### src/hdl/cmta_pkg.sv
package cmta_pkg;

  localparam int COORD_BITS     = 16;
  localparam int QUOT_FRAC_BITS = 16;
  localparam int INDEX_BITS     = 12;
  localparam int FACE_BITS      = 3;
  localparam int DIV_STEPS      = QUOT_FRAC_BITS + 1;

  localparam logic [INDEX_BITS-1:0] LAST_INDEX_RESET = INDEX_BITS'(1023);
  localparam logic [FACE_BITS-1:0]  FACE_NEG_X       = FACE_BITS'(1);

  typedef struct packed {
    logic                      vld;
    logic                      zero;
    logic [FACE_BITS-1:0]      face;
    logic [COORD_BITS-1:0]     mag;
    logic [COORD_BITS-1:0]     rem0;
    logic [COORD_BITS-1:0]     rem1;
    logic [1:0]                lo0;
    logic [1:0]                lo1;
    logic [QUOT_FRAC_BITS:0]   quo0;
    logic [QUOT_FRAC_BITS:0]   quo1;
  } div_stage_t;

endpackage

### src/hdl/cube_map_texel_address.sv
// Pipeline: 1 face select, 17 divider cells, 1 scale and output stage.
// Throughput: one request per cycle while the output is not stalled.
// The divider is a chain of 17 cells, one quotient bit each, both coordinates.
// A stalled output holds the whole chain.
// Reset clears all valid bits and loads last_index_q with 1023.
module cube_map_texel_address import cmta_pkg::*; (
  input  logic                         clk_i,
  input  logic                         rst_ni,
  input  logic                         valid_i,
  output logic                         stall_o,
  input  logic signed [COORD_BITS-1:0] dir_x_i,
  input  logic signed [COORD_BITS-1:0] dir_y_i,
  input  logic signed [COORD_BITS-1:0] dir_z_i,
  output logic                         valid_o,
  input  logic                         stall_i,
  output logic [FACE_BITS-1:0]         face_o,
  output logic [INDEX_BITS-1:0]        texel_row_o,
  output logic [INDEX_BITS-1:0]        texel_col_o,
  output logic                         zero_vector_o,
  input  logic                         cfg_valid_i,
  output logic                         cfg_ready_o,
  input  logic [INDEX_BITS-1:0]        cfg_data_i
);

  logic                  adv;
  logic [INDEX_BITS-1:0] last_index_q;
  div_stage_t            chain [DIV_STEPS+1];

  // hold every stage while a finished result waits
  assign adv         = !(valid_o && stall_i);
  assign stall_o     = !adv;
  assign cfg_ready_o = 1'b1;

  always_ff @(posedge clk_i or negedge rst_ni) begin
    if (!rst_ni) begin
      last_index_q <= LAST_INDEX_RESET;
    end else if (cfg_valid_i) begin
      last_index_q <= cfg_data_i;
    end
  end

  cmta_front u_front (
    .clk_i   (clk_i),
    .rst_ni  (rst_ni),
    .en_i    (adv),
    .vld_i   (valid_i),
    .dir_x_i (dir_x_i),
    .dir_y_i (dir_y_i),
    .dir_z_i (dir_z_i),
    .stage_o (chain[0])
  );

  for (genvar k = 0; k < DIV_STEPS; k++) begin : g_cell
    cmta_div_cell u_cell (
      .clk_i   (clk_i),
      .rst_ni  (rst_ni),
      .en_i    (adv),
      .stage_i (chain[k]),
      .stage_o (chain[k+1])
    );
  end

  cmta_scale u_scale (
    .clk_i         (clk_i),
    .rst_ni        (rst_ni),
    .en_i          (adv),
    .stage_i       (chain[DIV_STEPS]),
    .last_index_i  (last_index_q),
    .vld_o         (valid_o),
    .face_o        (face_o),
    .texel_row_o   (texel_row_o),
    .texel_col_o   (texel_col_o),
    .zero_vector_o (zero_vector_o)
  );

endmodule

### src/hdl/cmta_front.sv
module cmta_front import cmta_pkg::*; (
  input  logic                         clk_i,
  input  logic                         rst_ni,
  input  logic                         en_i,
  input  logic                         vld_i,
  input  logic signed [COORD_BITS-1:0] dir_x_i,
  input  logic signed [COORD_BITS-1:0] dir_y_i,
  input  logic signed [COORD_BITS-1:0] dir_z_i,
  output div_stage_t                   stage_o
);

  logic [COORD_BITS-1:0]   mag_x, mag_y, mag_z, mag_m;
  logic [1:0]              major;
  logic                    neg;
  logic signed [COORD_BITS-1:0] rem_a, rem_b;
  logic signed [COORD_BITS+1:0] num_a, num_b;
  logic [COORD_BITS:0]     n0, n1;
  div_stage_t              stage_d, stage_q;

  assign mag_x = dir_x_i[COORD_BITS-1] ? COORD_BITS'(-dir_x_i) : dir_x_i;
  assign mag_y = dir_y_i[COORD_BITS-1] ? COORD_BITS'(-dir_y_i) : dir_y_i;
  assign mag_z = dir_z_i[COORD_BITS-1] ? COORD_BITS'(-dir_z_i) : dir_z_i;

  always_comb begin
    // first axis wins a tie
    if (mag_z > ((mag_y > mag_x) ? mag_y : mag_x)) begin
      major = 2'd2;
      mag_m = mag_z;
      neg   = dir_z_i[COORD_BITS-1];
      rem_a = dir_x_i;
      rem_b = dir_y_i;
    end else if (mag_y > mag_x) begin
      major = 2'd1;
      mag_m = mag_y;
      neg   = dir_y_i[COORD_BITS-1];
      rem_a = dir_x_i;
      rem_b = dir_z_i;
    end else begin
      major = 2'd0;
      mag_m = mag_x;
      neg   = dir_x_i[COORD_BITS-1];
      rem_a = dir_y_i;
      rem_b = dir_z_i;
    end
    num_a = neg ? ($signed({2'b00, mag_m}) - (COORD_BITS+2)'(rem_a))
                : ($signed({2'b00, mag_m}) + (COORD_BITS+2)'(rem_a));
    num_b = neg ? ($signed({2'b00, mag_m}) - (COORD_BITS+2)'(rem_b))
                : ($signed({2'b00, mag_m}) + (COORD_BITS+2)'(rem_b));
    n0 = num_a[COORD_BITS+1] ? '0 : num_a[COORD_BITS:0];
    n1 = num_b[COORD_BITS+1] ? '0 : num_b[COORD_BITS:0];

    stage_d.vld  = vld_i;
    stage_d.zero = (mag_m == '0);
    stage_d.face = stage_d.zero ? FACE_NEG_X : FACE_BITS'({major, neg});
    stage_d.mag  = mag_m;
    // upper dividend bits, known to stay below the divisor
    stage_d.rem0 = COORD_BITS'(n0[COORD_BITS:2]);
    stage_d.rem1 = COORD_BITS'(n1[COORD_BITS:2]);
    stage_d.lo0  = n0[1:0];
    stage_d.lo1  = n1[1:0];
    stage_d.quo0 = '0;
    stage_d.quo1 = '0;
  end

  always_ff @(posedge clk_i or negedge rst_ni) begin
    if (!rst_ni) begin
      stage_q <= '0;
    end else if (en_i) begin
      stage_q <= stage_d;
    end
  end

  assign stage_o = stage_q;

endmodule

### src/hdl/cmta_div_cell.sv
module cmta_div_cell import cmta_pkg::*; (
  input  logic       clk_i,
  input  logic       rst_ni,
  input  logic       en_i,
  input  div_stage_t stage_i,
  output div_stage_t stage_o
);

  logic [COORD_BITS:0] part0, part1;
  logic                ge0, ge1;
  div_stage_t          stage_d, stage_q;

  always_comb begin
    part0 = {stage_i.rem0, stage_i.lo0[1]};
    part1 = {stage_i.rem1, stage_i.lo1[1]};
    ge0   = part0 >= {1'b0, stage_i.mag};
    ge1   = part1 >= {1'b0, stage_i.mag};
    stage_d      = stage_i;
    stage_d.rem0 = COORD_BITS'(ge0 ? (part0 - {1'b0, stage_i.mag}) : part0);
    stage_d.rem1 = COORD_BITS'(ge1 ? (part1 - {1'b0, stage_i.mag}) : part1);
    stage_d.lo0  = {stage_i.lo0[0], 1'b0};
    stage_d.lo1  = {stage_i.lo1[0], 1'b0};
    stage_d.quo0 = {stage_i.quo0[QUOT_FRAC_BITS-1:0], ge0};
    stage_d.quo1 = {stage_i.quo1[QUOT_FRAC_BITS-1:0], ge1};
  end

  always_ff @(posedge clk_i or negedge rst_ni) begin
    if (!rst_ni) begin
      stage_q <= '0;
    end else if (en_i) begin
      stage_q <= stage_d;
    end
  end

  assign stage_o = stage_q;

endmodule

### src/hdl/cmta_scale.sv
module cmta_scale import cmta_pkg::*; (
  input  logic                  clk_i,
  input  logic                  rst_ni,
  input  logic                  en_i,
  input  div_stage_t            stage_i,
  input  logic [INDEX_BITS-1:0] last_index_i,
  output logic                  vld_o,
  output logic [FACE_BITS-1:0]  face_o,
  output logic [INDEX_BITS-1:0] texel_row_o,
  output logic [INDEX_BITS-1:0] texel_col_o,
  output logic                  zero_vector_o
);

  localparam logic [QUOT_FRAC_BITS:0] ONE = {1'b1, {QUOT_FRAC_BITS{1'b0}}};
  localparam int PW = QUOT_FRAC_BITS + 1 + INDEX_BITS;
  localparam logic [PW-1:0] HALF = PW'(1) << (QUOT_FRAC_BITS - 1);

  logic [QUOT_FRAC_BITS:0] u0, u1;
  logic [PW-1:0]           p0, p1;
  logic                    vld_q, zero_q;
  logic [FACE_BITS-1:0]    face_q;
  logic [INDEX_BITS-1:0]   row_d, col_d, row_q, col_q;

  always_comb begin
    u0 = (stage_i.quo0 > ONE) ? ONE : stage_i.quo0;
    u1 = (stage_i.quo1 > ONE) ? ONE : stage_i.quo1;
    p0 = PW'(u0) * PW'(last_index_i) + HALF;
    p1 = PW'(u1) * PW'(last_index_i) + HALF;
    col_d = stage_i.zero ? '0 : p0[QUOT_FRAC_BITS +: INDEX_BITS];
    row_d = stage_i.zero ? '0 : p1[QUOT_FRAC_BITS +: INDEX_BITS];
  end

  always_ff @(posedge clk_i or negedge rst_ni) begin
    if (!rst_ni) begin
      vld_q <= 1'b0;
    end else if (en_i) begin
      vld_q <= stage_i.vld;
    end
  end

  always_ff @(posedge clk_i) begin
    if (en_i) begin
      zero_q <= stage_i.zero;
      face_q <= stage_i.face;
      row_q  <= row_d;
      col_q  <= col_d;
    end
  end

  assign vld_o         = vld_q;
  assign face_o        = face_q;
  assign texel_row_o   = row_q;
  assign texel_col_o   = col_q;
  assign zero_vector_o = zero_q;

endmodule
### config.mk
export PLATFORM = sky130hd
export DESIGN_NAME = cube_map_texel_address
export DESIGN_NICKNAME = d
export VERILOG_FILES = /design/src/hdl/cmta_pkg.sv /design/src/hdl/cube_map_texel_address.sv /design/src/hdl/cmta_front.sv /design/src/hdl/cmta_div_cell.sv /design/src/hdl/cmta_scale.sv
export SDC_FILE = /design/constraint.sdc
export NUM_CORES = 2
export LEC_CHECK = 0
export BUFFER_PORTS_ARGS = -buffer_cell sky130_fd_sc_hd__buf_2
export CORE_MARGIN = 2
export CORE_UTILIZATION = 65
export DETAILED_ROUTE_END_ITERATION = 6
export PLACE_DENSITY = 0.88
export SLEW_MARGIN = 20
export SYNTH_ARGS = -nofsm -noshare
export SYNTH_HDL_FRONTEND = slang
export SYNTH_SLANG_ARGS = --single-unit
export TNS_END_PERCENT = 100
### constraint.sdc
create_clock -name clk_i -period 8.09 [get_ports clk_i]
set_clock_uncertainty 0.05 [all_clocks]
set_input_delay 2.427 -clock clk_i [delete_from_list [all_inputs] [get_ports clk_i]]
set_output_delay 2.427 -clock clk_i [all_outputs]
set_load 0.1 [all_outputs]
== Word level (Yosys, flattened, before mapping) ==
Cells that the tools add are included.
Storage, ports and cells
  register bits after elaboration: 1257
  output and inout bits: 31
Operators by class
  order comparisons: 38
  reduce and logical (&&, ||, !) cells: 2
  mux-type cells: 51
  $mul: 2
  add/subtract/negate cells: 41
Operators by type and width (count)
  16-bit 2-to-1 mux: 40
  17-bit by 16-bit >= comparator with 1-bit output: 32
  16-bit subtractor: 32
  17-bit 2-to-1 mux: 4
  28-bit by 16-bit adder with 28-bit output (second input constant): 2
  17-bit by 12-bit multiplier with 28-bit output: 2
  16-bit negator: 3
  17-bit by 16-bit adder with 18-bit output: 2
  18-bit 2-to-1 mux: 2
  17-bit by 16-bit subtractor with 18-bit output: 2
  17-bit greater-than comparator (second input constant): 2
  16-bit >= comparator: 2
  16-bit greater-than comparator: 2
  16-bit logical NOT: 1
  1-bit 2-to-1 mux: 3
  3-bit 2-to-1 mux: 1
  2-bit 2-to-1 mux: 1
  1-bit logical AND: 1

== Longest topological paths before layout ==
  word-level depth: 9
  gate-level depth with buffers: 45
  mapped depth without buffers: 38

== Modules after synthesis ==
From an unflattened synthesis, not the netlist that was laid out.
Unflattened totals
  cell total of the unflattened synthesis: 11573
  area total of the unflattened synthesis: 114064.4 µm²
Modules (own cells, without submodules)
  cmta_div_cell (g_cell[12].u_cell ...): cells an instance 517, area an instance 5366.4 µm², instances 13
  cmta_div_cell (g_cell[0].u_cell ...): cells an instance 563, area an instance 5562.8 µm², instances 3
  cmta_scale: cells an instance 1639, area an instance 14221.1 µm², instances 1
  cmta_front: cells an instance 930, area an instance 7388.3 µm², instances 1
  cmta_div_cell (g_cell[11].u_cell): cells an instance 565, area an instance 5485.3 µm², instances 1
  cube_map_texel_address: cells an instance 29, area an instance 518.0 µm², instances 1

== Least setup slack after synthesis ==
No wires, ideal clock.
  kind: input to register
  from: input dir_y_i[10]
  to: register u_front.stage_q (netlist bit u_front.stage_o[35])
  stages on the path: 41
  data arrival time: 11.174 ns
  slack: -3.276 ns
  cell sequence: clkbuf_1 nor3_1 nand4_1 or3_1 or3_1 or2_2 inv_1 ha_1 a21oi_1 o21ai_0 a211oi_1 a21oi_4 o21a_1 buf_6 buf_12 mux2i_1 inv_1 ha_1 [... 5 more ...] clkbuf_1 clkbuf_1 clkbuf_1 a21oi_1 ha_1 o21ai_0 ha_1 nor2b_1 o31a_1 nor4_1 o211ai_1 o211ai_1 o21ai_0 o21ai_0 a22oi_1 nor2_1 clkbuf_1 o32ai_1
Between the ends
  longest elaborated chain between the ends: 9
  elaborated cells between the ends (all ways): 13
  classes of those cells: add/sub (3); order compare (2); mux (8)
Ends and longest elaborated chain
  from (decl): line cube_map_texel_address.sv:12  | input logic signed [COORD_BITS-1:0] dir_y_i,
  16-bit negator: line cmta_front.sv:21  | assign mag_y = dir_y_i[COORD_BITS-1] ? COORD_BITS'(-dir_y_i) : dir_y_i;
  16-bit 2-to-1 mux: line cmta_front.sv:21
  16-bit greater-than comparator: line cmta_front.sv:26, cmta_front.sv:32
  16-bit 2-to-1 mux: line cmta_front.sv:26, cmta_front.sv:32
  16-bit greater-than comparator: line cmta_front.sv:26  | if (mag_z > ((mag_y > mag_x) ? mag_y : mag_x)) begin
  16-bit 2-to-1 mux: line cmta_front.sv:26
  17-bit by 16-bit adder with 18-bit output / 17-bit by 16-bit subtractor with 18-bit output (equally long branches): line cmta_front.sv:48, cmta_front.sv:47
  18-bit 2-to-1 mux (*): line cmta_front.sv:47  | num_b = neg ? ($signed({2'b00, mag_m}) - (COORD_BITS+2)'(rem_b))
  17-bit 2-to-1 mux (*): line cmta_front.sv:50  | n1 = num_b[COORD_BITS+1] ? '0 : num_b[COORD_BITS:0];
  to (signal assigned): line cmta_front.sv:69  | stage_q <= stage_d;
  to (decl): line cmta_front.sv:18  | div_stage_t stage_d, stage_q;
Mark *: on every way between the ends. The rest lies on a longest branch, timed or not.
A chain may end at the register's enable or synchronous reset.

== Worst setup path in the final report ==
  from: input dir_y_i[5]
  to: register u_front.stage_q (netlist bit u_front.stage_o[65])
Between the ends
  longest elaborated chain between the ends: 9
  elaborated cells between the ends (all ways): 14
  classes of those cells: add/sub (3); order compare (2); mux (9)
Ends and longest elaborated chain
  16-bit negator: line cmta_front.sv:21
  16-bit 2-to-1 mux: line cmta_front.sv:21
  16-bit greater-than comparator: line cmta_front.sv:26, cmta_front.sv:32
  16-bit 2-to-1 mux: line cmta_front.sv:26, cmta_front.sv:32
  16-bit greater-than comparator: line cmta_front.sv:26
  16-bit 2-to-1 mux: line cmta_front.sv:26
  17-bit by 16-bit adder with 18-bit output / 17-bit by 16-bit subtractor with 18-bit output (equally long branches): line cmta_front.sv:46, cmta_front.sv:45
  18-bit 2-to-1 mux (*): line cmta_front.sv:45  | num_a = neg ? ($signed({2'b00, mag_m}) - (COORD_BITS+2)'(rem_a))
  17-bit 2-to-1 mux (*): line cmta_front.sv:49  | n0 = num_a[COORD_BITS+1] ? '0 : num_a[COORD_BITS:0];
Marks and branches as above.

==> metrics.csv <==
stage,metric,value,unit
finish,seq_area,31600,um^2
route,num_vias,83254,
worst_setup_path,r2r_start,g_cell[16].u_cell.stage_o[12],
clocking,holdBufCountCts,0,
yosys,ys.flop_type,dfrtp_1,
run,cap_viol_max_count,0,
timing,setup_ws,-1.84,ns
clocking,clk_pin_slew,0.06,ns
route,dr.pass1.iters,7,
placement,gp_congestion,0.980,
grt,grt_pass1_vias,81889,
worst_hold_path,hp-start,g_cell[3].u_cell.stage_o[19],
worst_setup_path,path_delay_family,compound AO/OA/AOI/OAI gates,
timing,finalSetupViolCount,34,
placement,io_buffers,94,
grt,antenna_found_initial,3,
finish,final_area,105000,um^2
worst_setup_path,required,8.74,ns
clocking,clockBufferDepth,3,
yosys,async_flop_share,0.978,
yosys,syn-cell-area,93700,um^2
route,wl_per_cell,20.8,um
finish,fin_nets,12547,
die,rows,139,
die,die_area,147000,um^2
timing,rsz0062_at_grt,yes,
yosys,ys_seq_area_frac,0.337,
yosys,yosysWarnings,0,
worst_setup_path,critical_path_class,input pin to register,
route,wl,278,mm
placement,dp_hpwl,203,mm
clocking,cts_made_buffers,137,
worst_setup_path,crit_buf_inv,10,
worst_setup_path,cp_slowest_cell,or3_4,
worst_setup_path,cp.arrival,10.58,ns
clocking,cts_tree,done,
finish,fillers,10525,
placement,place_area,98700,um^2
grt,grt_pass1_wl,441,mm
route,drc,0,
die,die-width,384,um
route,ant_nets,0,
worst_setup_path,cp_slowest_stage_delay,0.46,ns
yosys,syn_nets,12298,
outcome,status,"complete, but fails checks",
worst_setup_path,crit_start,dir_y_i[5],
finish,multi_input_area,57800,um^2
die,core,143000,um^2
yosys,postSynthAreaPerCell,8.41,um^2
clocking,cts_max_level,4,
grt,gr-total-overflow,0,
timing,fin_crit_sh,1.23,
timing,worst_pin_slew,1.15,ns
timing,fin_crit,9.93,ns
yosys,netlist_instances,11143,
timing,finalHoldViolCount,0,
route,routed_via_density,6.21,
clocking,clk_latency,0.81,ns
die,fp.dieH,384,um
clocking,cts_root_buf,clkbuf_16,
yosys,ys_types,101,
placement,dpl_worst_slack,-3.06,ns
finish,syn_to_final_growth,11.9,%
grt,grt_use_total,0.376,
worst_setup_path,startpoint_type,input pin,
worst_setup_path,crit_path_frequent_cell,buf_6,
clocking,cts_sinks,1257,
timing,fmax,0.101,GHz
worst_setup_path,path_max_fanout,8,
worst_hold_path,hold_path.class,register to register,
yosys,synth_edf_count,28,
finish,drive_gt1_frac,0.104,
die,ios,96,
yosys,synth-seq-cells,1257,
grt,grt_start_max_net_pins,232,
placement,placed_cells,13097,
finish,fin_cells,13413,
outcome,violations,negative setup slack,
timing,max_slew_margin,0.233,
die,start_util,0.654,
timing,hold_ws,0.383,ns
timing,drv_slew,0,
worst_setup_path,critPathCaptureType,register,
route,first_iter_violations,8044,
==> layout by cell type (no fill, tap or decap), types with 134 or more instances in the layout <==
cell type,netlist,layout
xnor2_1,232,229
nor2b_1,140,139
inv_1,877,873
clkbuf_16,0,141
ha_1,760,747
o211ai_1,188,188
nor3_1,228,223
buf_4,4,478
mux2i_1,217,210
and2_1,154,154
a21oi_1,520,507
nand3_1,135,134
nor2_1,878,868
fa_1,330,329
xor2_1,151,147
nand2_1,2344,2340
dfrtp_1,1219,1219
o21ai_0,626,617
==> Yosys cell counts (71+ instances only) <==
cell type / n / area, um^2
mux2_2: 71 / 800
and2_1: 154 / 963
mux2i_1: 217 / 2170
o31ai_1: 95 / 713
nor3_1: 228 / 1140
o21ai_0: 626 / 3130
nor2_1: 878 / 3300
or3_1: 73 / 457
nand3_1: 135 / 676
fa_1: 330 / 6610
a21oi_1: 520 / 2600
nand2_1: 2344 / 8800
ha_1: 760 / 9510
a21boi_0: 84 / 631
clkbuf_1: 447 / 1680
o211ai_1: 188 / 1410
nand4_1: 119 / 744
a31oi_1: 123 / 769
xnor2_1: 232 / 2030
dfrtp_1: 1219 / 30500
a21o_1: 71 / 533
xor2_1: 151 / 1320
inv_1: 877 / 3290
nor4_1: 87 / 544
o21a_1: 122 / 916
nor2b_1: 140 / 876
==> cells by family after synthesis <==
family | share of synthesized area
mux | 0.0319
flops | 0.337
simple gates | 0.209
xor+xnor | 0.0363
buf+inv | 0.0564
fa+ha+maj | 0.172
other cells | 0.0000400
compound gates | 0.158
==> cell type report <==
type	instances	area share
sequential	1257	0.301
timing repair buffer	620	0.0472
tap	1903	0.0227
inverter	877	0.0315
clock inverter	74	0.00977
multi-input combinational	8499	0.551
antenna	2	0.0000477
clock buffer	181	0.0363
==> path summary, 6_finish.rpt <==
check / to / slack (ns) / depth (start not counted)
worst max register to register: u_scale.texel_row_o[11] / 0.41 / 27
worst min register to register: g_cell[4].u_cell.stage_o[20] / 0.38 / 2
worst max-delay path: u_front.stage_o[65] / -1.84 / 43
min in group asynchronous: u_front.stage_o[59] / 1.51 / 1
max in group asynchronous: g_cell[6].u_cell.stage_o[59] / 4.91 / 2
worst min-delay path: g_cell[4].u_cell.stage_o[20] / 0.38 / 2
==> registers in the layout (all words and copies together), names as in the netlist <==
register               flops
g_cell.u_cell.stage_o   1161
last_index_q              12
u_front.stage_o           55
u_scale.face_o             3
u_scale.texel_col_o       12
u_scale.texel_row_o       12
u_scale.vld_o              1
u_scale.zero_vector_o      1
==> tightest hold or removal path: cells and delay by family, from the launching register on <==
family,cells,cell delay [ns]
flip-flops,1,0.35
AND/OR/NAND/NOR,2,0.10
==> routing by layer <==
| layer | share of wire | vias up | track usage |
|---|---|---|---|
| li1 | - | 38549 | - |
| met1 | 0.39 | 40256 | 0.472 |
| met2 | 0.48 | 3514 | 0.626 |
| met3 | 0.069 | 933 | 0.0544 |
| met4 | 0.063 | 2 | 0.208 |
| met5 | 0.000029 | - | 0 |
==> timing repair <==
| item | in CTS | in global routing |
|---|---|---|
| gates resized for setup | 82 | 75 |
| cloned | 4 | 4 |
| buffers inserted | 28 | 25 |
| pin swaps | 52 | 70 |
| endpoints found under the setup margin | 35 | 36 |
| hold endpoints to repair | 0 | 0 |
==> stage by stage <==
step	util	TNS, ns
2_1_floorplan	-	-74.16
3_3_place_gp	0.688	-105.92
3_5_place_dp	0.688	-111.97
4_1_cts	0.727	-55.57
5_1_grt	0.732	-68.66
6_report	0.732	-59.53
Power is not shown: default switching activity piles up to over one toggle a cycle in this logic, so the estimate is an artifact.
